--- src/rtl/core/sus_pkg.sv ---
// shared types, codes and defaults for the sorted unique set insert core
`default_nettype none

package sus_pkg;

	localparam int CAPACITY_DEF = 64;
	localparam int VALUE_W      = 32;
	localparam int FIELD_W      = 7;
	localparam int STATUS_W     = 2;

	localparam logic [STATUS_W-1:0] ST_INSERTED = 2'd0;
	localparam logic [STATUS_W-1:0] ST_PRESENT  = 2'd1;
	localparam logic [STATUS_W-1:0] ST_FULL     = 2'd2;

	typedef logic signed [VALUE_W-1:0] value_t;

	typedef struct packed {
		logic lt;
		logic eq;
	} cell_flags_t;

endpackage

`default_nettype wire

--- src/rtl/core/sus_cell.sv ---
// one storage cell of the sorted row: compare against the incoming word and shift
`default_nettype none

module sus_cell
	import sus_pkg::*;
(
	input  wire logic        clk,
	input  wire logic        shift_en,
	input  wire logic        valid,
	input  wire value_t      insert_value,
	input  wire value_t      left_entry,
	input  wire logic        left_lt,
	output value_t           entry,
	output cell_flags_t      flags
);

	value_t entry_q;

	assign entry    = entry_q;
	assign flags.lt = valid && (entry_q < insert_value);
	assign flags.eq = valid && (entry_q == insert_value);

	always_ff @(posedge clk) begin
		if (shift_en && !flags.lt) begin
			entry_q <= left_lt ? insert_value : left_entry;
		end
	end

endmodule

`default_nettype wire

--- config.mk ---
export PLATFORM = sky130hd
export DESIGN_NAME = sus_cell
export DESIGN_NICKNAME = d
export VERILOG_FILES = /design/src/rtl/core/sus_pkg.sv /design/src/rtl/core/sus_cell.sv
export SDC_FILE = /design/constraint.sdc
export NUM_CORES = 1
export LEC_CHECK = 0
export BUFFER_PORTS_ARGS = -buffer_cell sky130_fd_sc_hd__clkbuf_2
export CAP_MARGIN = 10
export CORE_MARGIN = 4
export CORE_UTILIZATION = 47
export DETAILED_ROUTE_END_ITERATION = 6
export GPL_TIMING_DRIVEN = 0
export PLACE_DENSITY = 0.8
export SLEW_MARGIN = 15
export SYNTH_ARGS = -nofsm -noshare
export SYNTH_HDL_FRONTEND = slang
export SYNTH_SLANG_ARGS = --single-unit
--- constraint.sdc ---
create_clock -name clk -period 3.4 [get_ports clk]
set_input_delay 0.34 -clock clk [delete_from_list [all_inputs] [get_ports clk]]
set_output_delay 0.34 -clock clk [all_outputs]
set_load 0.01 [all_outputs]
# Word-level counts from Yosys, hierarchy flattened

Index checks and enable logic that the tools add are counted.

Word-level logic and storage cells: 8
Flip-flop bits (word level): 32
Bits of input ports: 68
Output and inout port bits: 34

Equal/unequal tests: 1
Muxes and demuxes: 1
Magnitude comparators: 1
Reduce and logical (&&, ||, !) cells: 4

Operators with widths:

| cell                | count |
|---|---|
| == test 32 bit      | 1 |
| < comparator 32 bit | 1 |
| 2-to-1 mux 32 bit   | 1 |
| logical AND 1 bit   | 3 |
| zero test 1 bit     | 1 |

# Longest topological paths before layout

Gate-level depths: netlist of run 1.

Depth in word-level cells: 4
Gate-level depth with buffers: 7
Depth with buffers taken out: 7

# Worst setup path before layout of run 1

OpenSTA, ideal clock, no wires.

Kind: register to register
From: reg entry_q[14] (netlist: entry[14])
To: reg entry_q[0] (netlist: entry[0]) (enable)
Period minus slack after synthesis: 2.616 ns
Setup slack: 0.784 ns
Arrival: 2.229 ns
Cell stages (with the launch flop): 7
Path through: edfxtp_1 > ha_1 > nand4_2 > nor4_2 > a21boi_2 > o41a_1 > o211a_1

Word-level cells in the longest chain between the ends: 4

Ends and longest elaborated chain:

| element                | line           | RTL |
|---|---|---|
| from (decl)            | sus_cell.sv:17 | `value_t entry_q;` |
| from (signal assigned) | sus_cell.sv:25 | `entry_q <= left_lt ? insert_value : left_entry;` |
| < comparator 32 bit    | sus_cell.sv:20 | `assign flags.lt = valid && (entry_q < insert_value);` |
| logical AND 1 bit      | sus_cell.sv:20 |  |
| zero test 1 bit        | sus_cell.sv:24 | `if (shift_en && !flags.lt) begin` |
| logical AND 1 bit      | sus_cell.sv:24 |  |

No other way between the ends.
A chain may end at the register's enable or synchronous reset.

# Worst setup path in the final report of run 1

From: reg entry_q[31] (netlist: entry[31])
To: reg entry_q[25] (netlist: entry[25]) (enable)

Same word-level chain as after synthesis.

==> flow_summary_export.csv, run 1 <==
group,metric,value,unit
pwr,cellPowerDensity,371,nW/um2
synthesis,synthTopCellsByArea,"sky130_fd_sc_hd__edfxtp_1 44%, sky130_fd_sc_hd__ha_1 18%, sky130_fd_sc_hd__mux2_2 16%, sky130_fd_sc_hd__inv_1 5.6%, sky130_fd_sc_hd__a21oi_1 2.9%",
global_route,vias_in_the_first_global_route,1819,
global_route,grt_first_pass_wirelength,8190,um
synthesis,postSynthRegisterBits,32,
synthesis,synthDominantAreaCellType,"sky130_fd_sc_hd__edfxtp_1",
global_route,global_route.overflow_total,0,
place,gp_routability_congestion,0.766,
floorplanning,die_h,76.5,um
synthesis,synth_compound_area_share,8.50,%
cells_and_area,syn2layout_area_growth,29.1,%
global_route,grt_max_degree,33,
sta,tightest_slew,0.894,ns
global_route,groute.usage.overall,17.4,%
detailed_routing,detail_route.first_pass.iterations,4,
sta,number_of_failing_hold_endpoints_at_the_final_stage,0,
cells_and_area,largest_reg_flops,32,
sta,slew_violations,0,
sta,unrepaired_setup_endpoints_after_global_routing,"no",
synthesis,number_of_distinct_library_cell_variants_in_the_gate_level_netlist_after_synthesis,31,
setup_path,end_kind,"flop",
sta,clock-skew-final,0.00593,ns
setup_path,worst-endpoint-required,3.30,ns
synthesis,fraction_of_the_yosys_area_taken_by_sequential_cells,43.5,%
synthesis,post_synth.cell_area_avg,11.9,um2
detailed_routing,detail_route.vias_per_cell,5.04,
sta,totalNegativeSetupSlack,0,ns
global_route,antenna_found_initial,0,
cts,cts_num_sinks,32,
cells_and_area,final_common_cell,"sky130_fd_sc_hd__clkbuf_2",
cells_and_area,final_net_count,392,
cts,ctsResizeCount,0,
detailed_routing,wire_per_inst,14.6,um
cells_and_area,mostFrequentLayoutCells,"100 x sky130_fd_sc_hd__clkbuf_2, 33 x sky130_fd_sc_hd__inv_1, 32 x sky130_fd_sc_hd__ha_1, 32 x sky130_fd_sc_hd__edfxtp_1, 31 x sky130_fd_sc_hd__mux2_2",
cells_and_area,finish.cell_count_without_fillers,344,
cts,cts_tree,"yes",
min_path,hold_class,"input port to flop",
synthesis,synth_top_family_by_area,"adder cells",
place,detailed_place_hpwl,4140,um
cts,cts_htree_levels,2,
synthesis,synth_simple_gate_area_share,7.03,%
cells_and_area,share_of_layout_cells_above_drive_strength_1,50.7,%
floorplanning,initial_utilization,49.7,%
floorplanning,dieWidth,76.5,um
synthesis,synthAdderAreaFrac,18.1,%
setup_path,cp_data_arrival_time,2.73,ns
sta,fmaxAchievable,354,MHz
sta,fin_crit_sh,83.1,%
setup_path,timing.critical_path.from_type,"flop",
synthesis,synth_ff_type,"sky130_fd_sc_hd__edfxtp_1",
synthesis,synthesis.area,2210,um2
setup_path,rrSetupSlack,0.57,ns
place,place.port_buffers,100,
floorplanning,core_region_area,4440,um2
synthesis,async_reset_ff_share,0,%
setup_path,crit_path_max_fanout,32,
cts,clk-insertion-delay-late,0.28,ns
detailed_routing,route.antenna.remaining_nets,0,
cts,clkTransAtPathRegs,0.07,ns
detailed_routing,totalWireLength,5010,um
sta,finalSetupViolations,0,
sta,post-route-min-period,2.83,ns
setup_path,cell_breakdown_of_the_critical_path,"ha_1 > nand4_2 > nor4_1 > o41a_1 > o211a_2",
sta,timing.slew.headroom,40.4,%
setup_path,critPathTopFamily,"compound AO/OA/AOI/OAI gates",
cells_and_area,antennaDiodeCount,0,
cts,post_cts_hold_buffer_count,0,
detailed_routing,drt_first_iter_violations,46,
synthesis,synthesis.nets,285,
synthesis,synth_warnings,0,
setup_path,timing.critical_path.slowest_stage_cell,"sky130_fd_sc_hd__o211a_2",
floorplanning,io-pin-count,102,
synthesis,post_synth_xor_area_fraction,0,%
detailed_routing,routed-via-count,1733,
floorplanning,die_area,5860,um2
setup_path,cpPeakStageDelay,0.78,ns
cts,setup_repair_bufs_after_cts,0,
synthesis,syn_inst,185,
synthesis,share_of_the_synthesized_area_in_the_top_cell_type,43.5,%
floorplanning,placementRows,24,
pwr,peakVddDrop,0.240,mV
setup_path,criticalPathCategory,"flop to flop",
pwr,power_leakage,1.42,nW
flow_run,drv_cap,0,
cts,root_buffer,"sky130_fd_sc_hd__clkbuf_8",
cts,cts_inserted_buffers,5,
cts,clk_path_buf_depth,2,
synthesis,synth_enable_flop_cells,32,
place,place.detailed.instances,337,
outcome,outcome,"complete, no violations",
detailed_routing,drc,0,
setup_path,worstPathBufferInverterCount,0,
synthesis,post_synth_mux_area_share,16.3,%
==> per-stage QoR <==
| stage | instance area, um2 | total power, W | hold slack [ns] | utilization, % | worst slack, ns |
|---|---|---|---|---|---|
| global placement | 2770 | 0.000787 | 0.626 | 62.4 | 0.217 |
| floorplan | 2210 | 0.000679 | 0.541 | - | 0.784 |
| global route | 2850 | 0.00112 | 0.361 | 64.1 | 0.327 |
| finish | 2850 | 0.00106 | 0.361 | 64.1 | 0.573 |
| detailed placement | 2770 | 0.000797 | 0.637 | 62.4 | 0.464 |
| CTS | 2850 | 0.00107 | 0.348 | 64.1 | 0.520 |
==> logic make-up after synthesis <==
kind of cell             count (synthesis)
multiplexers                            32
adder cells (fa/ha/maj)                 32
AO/OA/AOI/OAI                           28
buffers and inverters                   37
AND/OR/NAND/NOR                         24
flip-flops                              32
==> worst register-to-register path, cell delays in order, from the launching register on <==
cell	delay, ns
sky130_fd_sc_hd__edfxtp_1	0.38
sky130_fd_sc_hd__ha_1	0.36
sky130_fd_sc_hd__nand4_2	0.17
sky130_fd_sc_hd__nor4_1	0.49
sky130_fd_sc_hd__o41a_1	0.27
sky130_fd_sc_hd__o211a_2	0.78
==> cell usage after synthesis (all sizes together) (2+ instances only) <==
master	number
buf	3
o21a	2
edfxtp	32
nand2	7
nand3	2
nor3	2
o21ai	4
a21oi	14
ha	32
nand4	7
and4	2
inv	33
mux2	32
nor4	2
==> power by group <==
group | switching [W] | internal, W
Sequential | 0.0000192 | 0.000486
Combinational | 0.000147 | 0.000133
Clock | 0.000138 | 0.000135
==> final timing paths <==
path	from	end	depth (start not counted)
worst min register to register	entry[31]$_DFFE_PP_	entry[4]$_DFFE_PP_	3
worst min-delay path	left_entry[1]	entry[1]$_DFFE_PP_	2
worst max register to register	entry[31]$_DFFE_PP_	entry[25]$_DFFE_PP_	5
worst max-delay path	entry[31]$_DFFE_PP_	entry[25]$_DFFE_PP_	5
==> area by class of cell <==
cell class / instances / area, um2
Sequential cell: 32 / 961
Clock buffer: 5 / 68.8
Multi-Input combinational cell: 116 / 1100
Fill cell: 386 / 1600
Clock inverter: 2 / 7.51
Buffer: 4 / 18.8
Timing Repair Buffer: 100 / 500
Inverter: 33 / 124
Tap cell: 52 / 65.1
==> layer usage <==
layer  global-route usage, %  routed length (um)  up-vias
met1                    20.1                2060      778
met5                       0                   0        -
li1                        -                   -      893
met3                    4.02                 323        6
met4                    5.62                  82        0
met2                    31.5                2550       56
Power figures use the tool's default switching activity.
==> run 2: changes to the inputs <==
--- a/config.mk
+++ b/config.mk
@@ -8,10 +8,10 @@
 export BUFFER_PORTS_ARGS = -buffer_cell sky130_fd_sc_hd__clkbuf_2
 export CAP_MARGIN = 10
 export CORE_MARGIN = 4
-export CORE_UTILIZATION = 47
+export CORE_UTILIZATION = 43
 export DETAILED_ROUTE_END_ITERATION = 6
 export GPL_TIMING_DRIVEN = 0
-export PLACE_DENSITY = 0.8
+export PLACE_DENSITY = 0.77
 export SLEW_MARGIN = 15
 export SYNTH_ARGS = -nofsm -noshare
 export SYNTH_HDL_FRONTEND = slang
==> constraint.sdc (replaced) <==
create_clock -name clk -period 2.6 [get_ports clk]
set_input_delay 0.26 -clock clk [delete_from_list [all_inputs] [get_ports clk]]
set_output_delay 0.26 -clock clk [all_outputs]
set_load 0.01 [all_outputs]
==> flow_summary_export.csv, run 2 (synthesis results as in run 1) <==
group,metric,value,unit
outcome,outcome,"complete, no violations",
pwr,power_leakage,1.44,nW
cells_and_area,final_net_count,392,
cells_and_area,postLayoutCoreUtil,60.3,%
setup_path,cell_breakdown_of_the_critical_path,"ha_4 > nand4_2 > nor4_2 > o41a_1 > o211a_4",
detailed_routing,dr_wl_met2,2700,um
min_path,hold_class,"input port to flop",
floorplanning,placementRows,25,
setup_path,worstPathBufferInverterCount,0,
detailed_routing,route.antenna.remaining_nets,0,
cells_and_area,antennaDiodeCount,0,
cts,setup_repair_bufs_after_cts,0,
cts,cts_htree_levels,2,
setup_path,timing.critical_path.from_type,"flop",
detailed_routing,detailed_routed_wire_length_on_met3,499,um
global_route,groute.usage.overall,16.9,%
sta,clock-skew-final,0.00378,ns
setup_path,end_kind,"flop",
floorplanning,io-pin-count,102,
pwr,peakVddDrop,0.354,mV
cts,cts_inserted_buffers,5,
sta,tightest_slew,0.479,ns
detailed_routing,detail_route.vias_per_cell,4.96,
min_path,hold_end,"entry[1]$_DFFE_PP_",
pwr,p_sw,0.000411,W
place,dpl_cell_area,2790,um2
detailed_routing,detail_route.first_pass.iterations,4,
place,detailed_place_hpwl,4160,um
detailed_routing,totalWireLength,5240,um
cells_and_area,layout.filler_cells,414,
cts,clkTransAtPathRegs,0.07,ns
sta,finalSetupViolations,0,
floorplanning,die_area,6340,um2
global_route,vias_in_the_first_global_route,1932,
sta,slew_violations,0,
flow_run,drv_cap,0,
cts,root_buffer,"sky130_fd_sc_hd__clkbuf_8",
min_path,timing.hold.worst.start,"left_entry[1]",
cells_and_area,fin_area,2930,um2
cells_and_area,share_of_layout_cells_above_drive_strength_1,51.9,%
setup_path,cp_data_arrival_time,2.36,ns
pwr,power.sequential.fraction,46.8,%
setup_path,crit_path_max_fanout,32,
cells_and_area,final_common_cell,"sky130_fd_sc_hd__clkbuf_2",
place,gp_routability_congestion,0.744,
pwr,power_frac_clock,26.1,%
cells_and_area,mostFrequentLayoutCells,"100 x sky130_fd_sc_hd__clkbuf_2, 33 x sky130_fd_sc_hd__inv_1, 32 x sky130_fd_sc_hd__edfxtp_1",
global_route,global_route.overflow_total,0,
sta,timing.slew.headroom,68.1,%
sta,post-route-min-period,2.44,ns
setup_path,criticalPathCategory,"flop to flop",
setup_path,worst-endpoint-required,2.53,ns
cells_and_area,multi_input_comb_area,1160,um2
setup_path,worst_r2r_startpoint,"entry[31]$_DFFE_PP_",
sta,totalNegativeSetupSlack,0,ns
floorplanning,initial_utilization,45.5,%
sta,fin_crit_sh,93.7,%
setup_path,critPathTopFamily,"compound AO/OA/AOI/OAI gates",
cts,clk_path_buf_depth,2,
setup_path,rrSetupSlack,0.16,ns
floorplanning,dieWidth,79.6,um
cts,cts_num_sinks,32,
sta,hold_slack,0.267,ns
detailed_routing,drt_first_iter_violations,45,
setup_path,depth_of_the_worst_register_to_register_path,5,
sta,fmaxAchievable,410,MHz
global_route,grt_first_pass_wirelength,8340,um
floorplanning,core_region_area,4850,um2
detailed_routing,highest_layer,"met4",
pwr,cell_int_power,0.00100,W
setup_path,worst_reg2reg_endpoint,"entry[19]$_DFFE_PP_",
sta,number_of_failing_hold_endpoints_at_the_final_stage,0,
setup_path,cpPeakStageDelay,0.49,ns
cells_and_area,largest_reg_flops,32,
detailed_routing,wirelength_met1,2010,um
place,place.port_buffers,100,
cts,clk-insertion-delay-late,0.28,ns
setup_path,timing.critical_path.slowest_stage_cell,"sky130_fd_sc_hd__o211a_4",
detailed_routing,wire_per_inst,14.6,um
cts,cts_tree,"yes",
pwr,cellPowerDensity,484,nW/um2
min_path,hold_depth,2,
detailed_routing,drc,0,
detailed_routing,routed-via-count,1786,
global_route,grt_max_degree,33,
floorplanning,die_h,79.6,um
pwr,swShare,29.0,%
cells_and_area,syn2layout_area_growth,32.5,%
pwr,share_comb_of_total_power,27.1,%
global_route,antenna_found_initial,0,
cts,post_cts_hold_buffer_count,0,
cells_and_area,final-seq-area,961,um2
## run 2: layout make-up
class / instances / share of cell area, %
Inverter: 33 / 4.23
Buffer: 4 / 0.642
Clock inverter: 1 / 0.128
Multi-Input combinational cell: 116 / 39.6
Sequential cell: 32 / 32.8
Timing Repair Buffer: 100 / 17.1
Clock buffer: 7 / 2.61
Tap cell: 67 / 2.87
## run 2: worst max-delay path by stage
stage                   startpoint                  end  slack [ns]  depth (start not counted)
6_report       entry[31]$_DFFE_PP_  entry[19]$_DFFE_PP_        0.16                          5
5_1_grt        entry[30]$_DFFE_PP_             flags[1]       -0.06                          7
4_1_cts        entry[31]$_DFFE_PP_  entry[18]$_DFFE_PP_        0.02                          5
3_5_place_dp   entry[31]$_DFFE_PP_  entry[18]$_DFFE_PP_       -0.25                          5
3_3_place_gp   entry[31]$_DFFE_PP_  entry[17]$_DFFE_PP_       -0.23                          5
2_1_floorplan  entry[14]$_DFFE_PP_   entry[0]$_DFFE_PP_        0.17                          6
## run 2: through the flow
step / total power [W] / setup WS [ns] / cells
floorplan: 0.000888 / 0.169 / 185
global placement: 0.00103 / -0.232 / 352
detailed placement: 0.00104 / -0.246 / 352
CTS: 0.00142 / 0.0236 / 360
global route: 0.00151 / -0.0562 / 360
finish: 0.00142 / 0.163 / 360
## run 2: power by group through the flow
| stage | combinational, W | clock [W] | sequential, W |
|---|---|---|---|
| after floorplan | 0.000196 | 0 | 0.000692 |
| final | 0.000384 | 0.000369 | 0.000662 |
| after global placement | 0.000360 | 0 | 0.000670 |
| after detailed placement | 0.000371 | 0 | 0.000673 |
| after global routing | 0.000438 | 0.000407 | 0.000668 |
| after CTS | 0.000376 | 0.000380 | 0.000661 |
## run 2: routing by layer
| metal | global-route usage, % | vias to the layer above |
|---|---|---|
| li1 | - | 898 |
| met5 | 0 | - |
| met1 | 18.1 | 811 |
| met2 | 30.3 | 73 |
| met3 | 7.11 | 4 |
| met4 | 4.12 | 0 |
## run 2: repair_timing
action / CTS / global route
gates resized for setup: 1 / 6
endpoints found under the setup margin: 32 / 33
pin swaps: 0 / 4
