===== src/rtl/core/sus_pkg.sv =====
// shared types, codes and defaults for the sorted unique set insert core
`default_nettype none

package sus_pkg;

	localparam int CAPACITY_DEF = 64;
	localparam int VALUE_W      = 32;
	localparam int FIELD_W      = 7;
	localparam int STATUS_W     = 2;

	localparam logic [STATUS_W-1:0] ST_INSERTED = 2'd0;
	localparam logic [STATUS_W-1:0] ST_PRESENT  = 2'd1;
	localparam logic [STATUS_W-1:0] ST_FULL     = 2'd2;

	typedef logic signed [VALUE_W-1:0] value_t;

	typedef struct packed {
		logic lt;
		logic eq;
	} cell_flags_t;

endpackage

`default_nettype wire


===== src/rtl/core/sus_locate.sv =====
// reduces the cell flags to the duplicate flag and the insertion index
`default_nettype none

module sus_locate
	import sus_pkg::*;
#(
	parameter int CAPACITY = CAPACITY_DEF,
	parameter int CNT_W    = $clog2(CAPACITY + 1)
) (
	input  wire cell_flags_t       flags [CAPACITY],
	output logic                   dup,
	output logic [CNT_W-1:0]       pos
);

	always_comb begin
		logic left_lt;
		logic here_lt;
		dup     = 1'b0;
		pos     = '0;
		left_lt = 1'b1;
		for (int i = 0; i < CAPACITY; i++) begin
			here_lt = flags[i].lt;
			if (left_lt && !here_lt) begin
				pos = pos | CNT_W'(i);
			end
			left_lt = here_lt;
		end
		// every stored word below the new one: index just past the row
		if (left_lt) begin
			pos = pos | CNT_W'(CAPACITY);
		end
		for (int i = 0; i < CAPACITY; i++) begin
			dup = dup | flags[i].eq;
		end
	end

endmodule

`default_nettype wire


===== config.mk =====
export PLATFORM = sky130hd
export DESIGN_NAME = sus_locate
export DESIGN_NICKNAME = d
export VERILOG_FILES = /design/src/rtl/core/sus_pkg.sv /design/src/rtl/core/sus_locate.sv
export SDC_FILE = /design/constraint.sdc
export NUM_CORES = 1
export LEC_CHECK = 0
export ABC_AREA = 1
export BUFFER_PORTS_ARGS = -buffer_cell sky130_fd_sc_hd__clkbuf_2
export CAP_MARGIN = 20
export CORE_ASPECT_RATIO = 2
export CORE_MARGIN = 5
export CORE_UTILIZATION = 36
export DETAILED_ROUTE_END_ITERATION = 8
export PLACE_DENSITY = 0.88
export SLEW_MARGIN = 20
export SYNTH_ARGS = -nofsm -noshare
export SYNTH_HDL_FRONTEND = slang
export SYNTH_SLANG_ARGS = --single-unit

===== constraint.sdc =====
create_clock -name vclk -period 0.8
set_clock_uncertainty 0.15 [all_clocks]
set_input_delay 0.04 -clock vclk [all_inputs]
set_output_delay 0.04 -clock vclk [all_outputs]
set_load 0.05 [all_outputs]

Word level (Yosys, flattened, before mapping)
Index checks and enable logic that the tools add are counted.

Output and inout port bits: 8. Flip-flop bits (word level): 0. Logic and storage cells: 253. Input bits: 128.

Bitwise gates (word level): 63. Muxes and demuxes: 64. Reductions and logical operators: 126.

Operators by type and width (count): $mux W6 (32); $mux W5 (16); $logic_and A1 B1 Y1 (63); $logic_not A1 Y1 (63); $or A1 B1 Y1 (63); $mux W4 (8); $mux W3 (4); $mux W7 (1); $mux W2 (2); $mux W1 (1).

Logic depth before layout (Yosys ltp)
Gate-level depths: netlist of the first run.

Word-level depth: 66. Gate-level depth with buffers: 7. Depth with buffers taken out: 7.

Least setup slack after synthesis of the first run
No wires, ideal clock.

Path type: input -> output. Start point: input port flags[1] in the netlist's numbering. End point: output port pos[4]. Required time: 610 ps. Slack: -148 ps. Arrival: 758 ps. Path buffers: 0. Stages: 7. Cells stage by stage: inv_1 > nand2_1 > nand2_1 > nor2_4 > nand2_2 > nor2_2 > nand2_1.

Longest elaborated chain between the ends: 4.

Ends and longest elaborated chain: start, declared (line sus_locate.sv:10) `input wire cell_flags_t flags [CAPACITY],`; $logic_not A1 Y1 (line sus_locate.sv:23) `if (left_lt && !here_lt) begin`; $logic_and A1 B1 Y1 (line sus_locate.sv:23); $mux W6 (line sus_locate.sv:23); $mux W7 (line sus_locate.sv:29) `if (left_lt) begin`; end, declared (line sus_locate.sv:12) `output logic [CNT_W-1:0] pos`.

Every way passes these cells.

Worst setup path after layout of the first run
Start point: input port flags[79] in the netlist's numbering. End point: output port pos[4].

Longest elaborated chain between the ends: 43. Elaborated cells between the ends (all ways): 44. Classes of those cells: mux: 41; reduce/logical: 3.

Ends and longest elaborated chain (line): $logic_not A1 Y1 (sus_locate.sv:23); $logic_and A1 B1 Y1 (sus_locate.sv:23); $mux W5 (sus_locate.sv:23); $mux W5 (*) (7 in series) (sus_locate.sv:23); $mux W6 (*) (32 in series) (sus_locate.sv:23); $mux W7 (*) (sus_locate.sv:29).

Mark *: on every way between the ends. The rest lies on a longest branch, timed or not.

==> results.md, run 1 <==
* Status: finished with violations
* Failing checks: negative setup slack
* Drt pass-1 iters at 4
* # Max-Cap Violations at 0
* Yosys warning count at 0
* Rel. slew slack at between 80% and 90%
* Initial antenna violation count at 0
* Syn nets at roughly 430
* Via count at ~2400
* Critical path, cell by cell: clkbuf_2, inv_1, nand2_1, o21ai_0, nor2_1, nand2_1, nor2_4, nand2_4, buf_8
* Wire per inst at roughly 16 microns
* Placer Congestion at roughly 0.9
* Top Family by Delay on Critical Path: simple AND/OR/NAND/NOR gates
* Mapped Area at 1176 sq um
* Commonest non-fill, non-tap cells in the layout: clkbuf_2, nand2_1, nand2_2
* Fin crit period at around 1200 ps
* # DRC at 0
* Std-Cell Rows at 29
* Die Ht at 90.83 microns
* Fin nets at 570
* Final std cells w/o fill at ~470
* Endpoint type of the worst setup path: primary output
* # fillers at between 150 and 200
* Hold Vio Cnt, Final at 0
* Slowest-stage cell, CP: buf_8
* Io pins at ~140
* Number of sequential cells at 0
* Post-Route WL at roughly 7300 microns
* Setup-failing EPs final at 7
* First-pass GRT wire length at about 8300 microns
* Mean area per synthesized cell at roughly 4 sq um
* Hold endpoint: pos[6]
* Number of vias per cell at 5.011
* Die ar. at 4579 sq um
* Initial core utilization at 37.26%
* Design area at ~2700 sq um
* DPL Wire Length at ~4700 microns
* Total gr overflow at 0
* Tcrit/Tclk final at 150.2%
* Post-Place Cell Area at approximately 2000 sq um
* F_max at ~830 MHz
* Critical path's most frequent cell: nand2_1
* Gate Count Post-Synth at approximately 300
* Vias in the first global route at around 2100
* PD cells at roughly 500 nW/um^2
* VDD IR-drop max at 0.3663 mV
* Inst Count DP at around 470
* CP Data Arrival Time at 1010 ps
* IO buf count at around 140
* FF/Latch Area at 0 sq um
* Worst min-delay path category: input pin to primary output
* CP max stage delay at 150 ps
* Library cells used by synthesis at 8
* Post-route setup slack at -401.2 ps
* Crit Path Category: input pin to primary output
* CP Launch Type: input pin
* Crit-path max FO at 2
* Layout cell share with drive strength beyond 1 at 62.50%
* Worst EP required at 610 ps
* Largest net degree at the start of global routing at 3
* Initial DRC Count at 58
* Post-route ant nets at 0
* Slew @ Worst Pin at between 200 and 300 ps
* Slew Viols, Final at 0
* Die X at between 50 and 60 microns
* Total track usage at a little over a fifth
* Diodes inserted at 0
* RSZ-0062 raised after global routing: true
* Core footprint at between 3000 and 4000 sq um
* Commonest non-fill, non-tap cell in the layout: clkbuf_2
* CP Buf/Inv Count at 3
* Leak at about 1.7 nW
* Area growth syn-to-layout at 132.8%
* Hold Path Depth at 2
* # clk buffers at 0
* Area of the multi-input gates at 1430 sq um
* Seq/Total Area, Yosys at 0%
* Hold Path Origin: flags[1]
-- layer usage --
metal	GRT usage (%)	vias to the layer above	part of all wire [%]
met5	0	-	0
met2	44.33	153	57
met3	3.636	36	9.5
met1	20.44	1035	29
met4	4.478	0	4.6
li1	-	1136	-
-- cell families (layout without fill, tap and decap cells) --
group / Yosys count / in the layout / share of synthesized area (%)
AO/OA/AOI/OAI: 2 / 2 / 0.8511
buffers and inverters: 63 / 202 / 20.43
AND/OR/NAND/NOR: 236 / 236 / 78.72
-- Yosys cell counts, drive strengths merged --
master	n	area share (%)
inv	62	20
buf	1	0.64
nor2	84	29
o21ai	2	0.85
nand2	152	50
-- where the power goes --
part           internal (W)  switching (W)  total, W
sequential                0              0         0
combinational      0.000622       0.000720   0.00134
clock                     0              0         0
-- worst max path at each step --
stage                     startpoint     end  slack [ps]  depth (start not counted)
after CTS                  flags[25]  pos[4]        -340                          9
after floorplan             flags[3]  pos[4]         -40                          7
after detailed placement    flags[3]  pos[4]        -460                          9
after global routing       flags[79]  pos[4]        -450                          9
final                      flags[79]  pos[4]        -400                          9
after global placement      flags[3]  pos[5]        -410                          9
-- cell type report --
cell class / instances / share of cell area, %
inverters: 62 / 9.781
multi-input cells: 238 / 52.24
repair buffers: 140 / 36.56
well taps: 31 / 1.417
-- what timing repair did --
item | 4_1_cts | 5_1_grt
hold buffers | 0 | 0
cloned | 0 | 0
gates resized for setup | 35 | 170
pin swaps | 8 | 83
setup buffers | 0 | 0
setup endpoints to repair | 7 | 7
-- stage by stage --
stage	util [%]	hold WS [ps]	worst slack, ps	power (W)	setup TNS, ps
floorplan	-	97.05	-35.18	0.0004277	-131.0
global placement	64.57	244.4	-414.8	0.0008579	-2582
detailed placement	64.57	243.9	-460.2	0.0008707	-2789
CTS	69.44	244.5	-341.4	0.0009203	-2053
global route	86.72	251.3	-450.3	0.001444	-2641
finish	86.72	246.7	-401.2	0.001342	-2237
Note: power is estimated with default switching activity, not from simulation.
==> inputs of run 2 (changes only) <==
--- a/config.mk
+++ b/config.mk
@@ -9,11 +9,12 @@
 export BUFFER_PORTS_ARGS = -buffer_cell sky130_fd_sc_hd__clkbuf_2
 export CAP_MARGIN = 20
 export CORE_ASPECT_RATIO = 2
-export CORE_MARGIN = 5
 export CORE_UTILIZATION = 36
 export DETAILED_ROUTE_END_ITERATION = 8
 export PLACE_DENSITY = 0.88
+export SKIP_LAST_GASP = 1
 export SLEW_MARGIN = 20
 export SYNTH_ARGS = -nofsm -noshare
 export SYNTH_HDL_FRONTEND = slang
 export SYNTH_SLANG_ARGS = --single-unit
+export TNS_END_PERCENT = 10
==> results.md, run 2 (same netlist as run 1, synthesis figures left out) <==
* Top Family by Delay on Critical Path: simple AND/OR/NAND/NOR gates
* Slew Viols, Final at 0 (unchanged)
* Combinational share of power at 100.0% (about the same)
* Dpl ws at -432.8 ps (+27.39 ps)
* Critical path, cell by cell: buf_2, nand2_2, nand2_2, nor2_4, nand2_4, nor2_4, nand2_4, buf_8
* DPL Wire Length at 3671 microns (-22%)
* Via count at 2106 (-11%)
* RSZ-0062 raised after global routing: true
* Setup-failing EPs final at 7 (unchanged)
* Hold Vio Cnt, Final at 0 (unchanged)
* Met2 Wirelength at 2782 microns (-33%)
* Failing checks: negative setup slack
* Total track usage at 23.65% (+2.1 points)
* Crit-path max FO at 2 (unchanged)
* Post-route ant nets at 0 (unchanged)
* F_max at 942.3 MHz (+13%)
* CP max stage delay at 150 ps (about the same)
* Clk pwr share at 0% (unchanged)
* # DRC at 0 (unchanged)
* Drt pass-1 iters at 6 (+2)
* Hold Path Origin: flags[1]
* VDD IR-drop max at 0.2939 mV (-20%)
* Leak at 1.581 nW (-5.0%)
* Fin nets at 567 (-0.53%)
* Wire per inst at 9.912 microns (-36%)
* IO buf count at 136 (unchanged)
* Top Layer Used: met4
* Slowest-stage cell, CP: nor2_4
* Design area at 2427 sq um (-11%)
* Std-Cell Rows at 29 (unchanged)
* Die X at 42.42 microns (-16%)
* Endpoint type of the worst setup path: primary output
* Switching Power at 0.0005675 W (-21%)
* Hold endpoint: pos[6]
* Reg power frac at 0% (unchanged)
* Core footprint at 3157 sq um (unchanged)
* Post-Route WL at 4639 microns (-37%)
* Detailed-routed wire length on met3 at 224 microns (-68%)
* Area growth syn-to-layout at 106.4%
* Worst EP required at 610 ps (about the same)
* CP Launch Type: input pin
* Hold_ws at 249.9 ps (+3.203 ps)
* Commonest non-fill, non-tap cell in the layout: clkbuf_2
* # fillers at 278 (+47%)
* Io pins at 136 (unchanged)
* Number of vias per cell at 4.500 (-10%)
* Rel. slew slack at 81.76% (about the same)
* First-pass GRT wire length at 7107 microns (-15%)
* Initial core utilization at 37.26% (unchanged)
* Placer Congestion at 0.7939 (-11%)
* Largest net degree at the start of global routing at 3 (unchanged)
* Die Ht at 82.83 microns (-8.8%)
* Hold Path Depth at 2 (unchanged)
* CP Data Arrival Time at 870 ps (-140 ps)
* Die ar. at 3513 sq um (-23%)
* Setup_tns at -1711 ps (+525.7 ps)
* CP Buf/Inv Count at 2 (-1)
* Met1 wire length at 1529 microns (-29%)
* Initial antenna violation count at 0 (unchanged)
* Status: finished with violations
* # Max-Cap Violations at 0 (unchanged)
* Int Power at 0.0005312 W (-15%)
* Post-Place Cell Area at 1983 sq um (-2.7%)
* Commonest non-fill, non-tap cells in the layout: clkbuf_2, nand2_1, nor2_1
* Layout cell share with drive strength beyond 1 at 55.15% (-7.4 points)
* Slew @ Worst Pin at 274.8 ps (-0.8938 ps)
* FF/Latch Area at 0 sq um (unchanged)
* # clk buffers at 0 (unchanged)
* Diodes inserted at 0 (unchanged)
* PD cells at 452.6 nW/um^2 (-7.7%)
* Tcrit/Tclk final at 132.7% (-17 points)
* Post-route setup slack at -261.3 ps (+140.0 ps)
* Vias in the first global route at 1991 (-5.4%)
* Crit Path Category: input pin to primary output
* Fin crit period at 1061 ps (-140.0 ps)
* Net Sw Frac at 51.65% (-2.0 points)
* Post-CTS Setup Bufs at 0 (unchanged)
* Worst min-delay path category: input pin to primary output
* Total gr overflow at 0 (unchanged)
* Initial DRC Count at 23 (-60%)
* Number of sequential cells at 0 (unchanged)
-- run 2: worst max path at each step --
stage,start,end,slack [ps],cells after the start
final,flags[43],pos[3],-260,8
after CTS,flags[9],pos[5],-320,9
after global routing,flags[11],pos[1],-340,10
after floorplan,flags[3],pos[4],-40,7
after detailed placement,flags[3],pos[5],-430,9
after global placement,flags[3],pos[5],-420,9
-- run 2: metrics by stage --
stage	cells	power (W)	util, %
after floorplan	301	0.0004170	-
after global placement	468	0.0008214	62.82
after detailed placement	468	0.0008327	62.82
after CTS	468	0.0008689	66.11
after global routing	468	0.001217	76.89
final	468	0.001099	76.89
-- run 2: what timing repair did --
action	4_1_cts	5_1_grt
gates resized for setup	23	131
setup endpoints to repair	7	7
pin swaps	8	68
hold buffers	0	0
-- run 2: area by class of cell --
type	count	area (sq um)	area share, %
repair buffers	137	894.6	36.86
multi-input cells	238	1246	51.34
inverters	62	247.7	10.21
well taps	31	38.79	1.598
-- run 2: power groups by stage --
stage          Sequential (W)  Clock (W)  Combinational [W]
4_1_cts                     0          0           0.000869
3_3_place_gp                0          0           0.000821
5_1_grt                     0          0            0.00122
3_5_place_dp                0          0           0.000833
2_1_floorplan               0          0           0.000417
6_report                    0          0            0.00110
-- run 2: layer usage --
metal,vias to the layer above,global-route usage [%]
met4,0,4.261
met5,-,0
met3,10,1.522
li1,1121,-
met2,84,50.91
met1,891,22.25
==> inputs of run 3 (changes only) <==
--- a/config.mk
+++ b/config.mk
@@ -9,9 +9,9 @@
 export BUFFER_PORTS_ARGS = -buffer_cell sky130_fd_sc_hd__clkbuf_2
 export CAP_MARGIN = 20
 export CORE_ASPECT_RATIO = 2
-export CORE_UTILIZATION = 36
+export CORE_UTILIZATION = 32
 export DETAILED_ROUTE_END_ITERATION = 8
-export PLACE_DENSITY = 0.88
+export PLACE_DENSITY = 0.82
 export SKIP_LAST_GASP = 1
 export SLEW_MARGIN = 20
 export SYNTH_ARGS = -nofsm -noshare
==> constraint.sdc (replaced) <==
create_clock -name vclk -period 0.9
set_clock_uncertainty 0.15 [all_clocks]
set_input_delay 0.045 -clock vclk [all_inputs]
set_output_delay 0.045 -clock vclk [all_outputs]
set_load 0.05 [all_outputs]
==> results.md, run 3 (same netlist as run 1, synthesis figures left out) <==
* Number of vias per cell at 4.262 (-5.3%)
* Area growth syn-to-layout at 95.43%
* DPL Wire Length at 3827 microns (+4.3%)
* Diodes inserted at 0 (unchanged)
* Total gr overflow at 0 (unchanged)
* PD cells at 393.6 nW/um^2 (-13%)
* Top Layer Used: met4
* Layout cell share with drive strength beyond 1 at 51.15% (-4.0 points)
* Rel. slew slack at 81.88% (+0.12 points)
* Die Ht at 87.74 microns (+5.9%)
* Die ar. at 3937 sq um (+12%)
* Io pins at 136 (unchanged)
* # DRC at 0 (unchanged)
* Hold Vio Cnt, Final at 0 (unchanged)
* Post-Place Cell Area at 1909 sq um (-3.7%)
* Leak at 1.477 nW (-6.6%)
* IO buf count at 136 (unchanged)
* Initial antenna violation count at 0 (unchanged)
* VDD IR-drop max at 0.2462 mV (-16%)
* Vias in the first global route at 1790 (-10%)
* Crit-path max FO at 2 (unchanged)
* Fin nets at 566 (-0.18%)
* Core footprint at 3453 sq um (+9.4%)
* Detailed-routed wire length on met3 at 296 microns (+32%)
* # fillers at 360 (+29%)
* Status: finished with violations
* Via count at 2063 (-2.0%)
* Initial DRC Count at 33 (+43%)
* Failing checks: negative setup slack
* Met1 wire length at 1596 microns (+4.4%)
* Hold endpoint: pos[6]
* First-pass GRT wire length at 6223 microns (-12%)
* FF/Latch Area at 0 sq um (unchanged)
* Slew Viols, Final at 0 (unchanged)
* Largest net degree at the start of global routing at 3 (unchanged)
* Post-Route WL at 4540 microns (-2.1%)
* Setup_tns at -931.4 ps (+779.4 ps)
* RSZ-0062 raised after global routing: true
* CP Data Arrival Time at 860 ps (about the same)
* Number of sequential cells at 0 (unchanged)
* F_max at ~950 MHz
* Hold Path Origin: flags[1]
* Endpoint type of the worst setup path: primary output
* Wire per inst at 9.380 microns (-5.4%)
* Placer Congestion at 0.8661 (+9.1%)
* Post-route setup slack at -152.9 ps (+108.4 ps)
* Worst EP required at 700 ps (+90 ps)
* Std-Cell Rows at 30 (+3.4%)
* Met2 Wirelength at 2623 microns (-5.7%)
* Setup-failing EPs final at 7 (unchanged)
* Dpl ws at -233.1 ps (+199.7 ps)
* Hold-fix buffers, CTS at 0 (unchanged)
* Worst min-delay path category: input pin to primary output
* Drt pass-1 iters at 4 (-2)
* Hold Path Depth at 2 (unchanged)
* Design area at 2298 sq um (-5.3%)
* Post-route ant nets at 0 (unchanged)
* # Max-Cap Violations at 0 (unchanged)
* Initial core utilization at 34.06% (-3.2 points)
* CP Launch Type: input pin
* Die X at 44.87 microns (+5.8%)
* Commonest non-fill, non-tap cell in the layout: clkbuf_2
* Slew @ Worst Pin at 273.0 ps (-1.797 ps)
* Tcrit/Tclk final at 117.0%
* Fin crit period at approximately 1100 ps
* Total track usage at 19.55% (-4.1 points)
* Commonest non-fill, non-tap cells in the layout: clkbuf_2, nand2_1, nor2_1
* Crit Path Category: input pin to primary output
* # clk buffers at 0 (unchanged)
-- run 3: cell types whose count changed in the layout (fill, tap and decap cells not counted), sizes merged --
cell and change:
buf -8, clkbuf +7
-- run 3: how the worst max path moves through the flow --
stage          startpoint     end  depth (start not counted)
2_1_floorplan    flags[1]  pos[4]                          7
3_5_place_dp     flags[1]  pos[4]                          9
4_1_cts         flags[25]  pos[4]                          9
3_3_place_gp    flags[65]  pos[0]                          9
5_1_grt        flags[113]  pos[2]                          9
6_report        flags[83]  pos[1]                          9
-- run 3: repair_timing --
action / CTS / global route
gates resized for setup: 13 / 123
buffers inserted: 0 / 0
pin swaps: 0 / 65
setup endpoints to repair: 7 / 7
gates cloned: 0 / 0
-- run 3: power by group --
part	total, W	internal [W]	switching [W]
logic	0.000905	0.000439	0.000466
registers	0	0	0
clock network	0	0	0
-- run 3: through the flow --
step | hold WS [ps] | total power (W) | instances | util (%)
2_1_floorplan | 107.1 | 0.0003496 | 301 | -
3_3_place_gp | 252.2 | 0.0006974 | 484 | 55.29
3_5_place_dp | 255.4 | 0.0007044 | 484 | 55.29
4_1_cts | 256.3 | 0.0007098 | 484 | 56.78
5_1_grt | 264.6 | 0.001003 | 484 | 66.56
6_report | 257.0 | 0.0009046 | 484 | 66.56
-- run 3: worst max-delay path, stage by stage --
cell and delay [ps]:
clkbuf_2 100, inv_1 40, nand2_1 80, nand2_1 80, nor2_2 150, nand2_1 70
nor2_1 80, nand2_1 70, buf_6 150
-- run 3: layer usage --
metal	vias up	global-route usage [%]
li1	1117	-
met1	869	19.26
met2	75	41.31
met3	2	2.680
met4	0	1.653
met5	-	0
-- run 3: layout make-up --
class / instances / area, sq um / share of cell area [%]
multi-input cells: 238 / 1166 / 50.74
well taps: 48 / 60.06 / 2.613
repair buffers: 136 / 839.6 / 36.53
inverters: 62 / 232.7 / 10.13
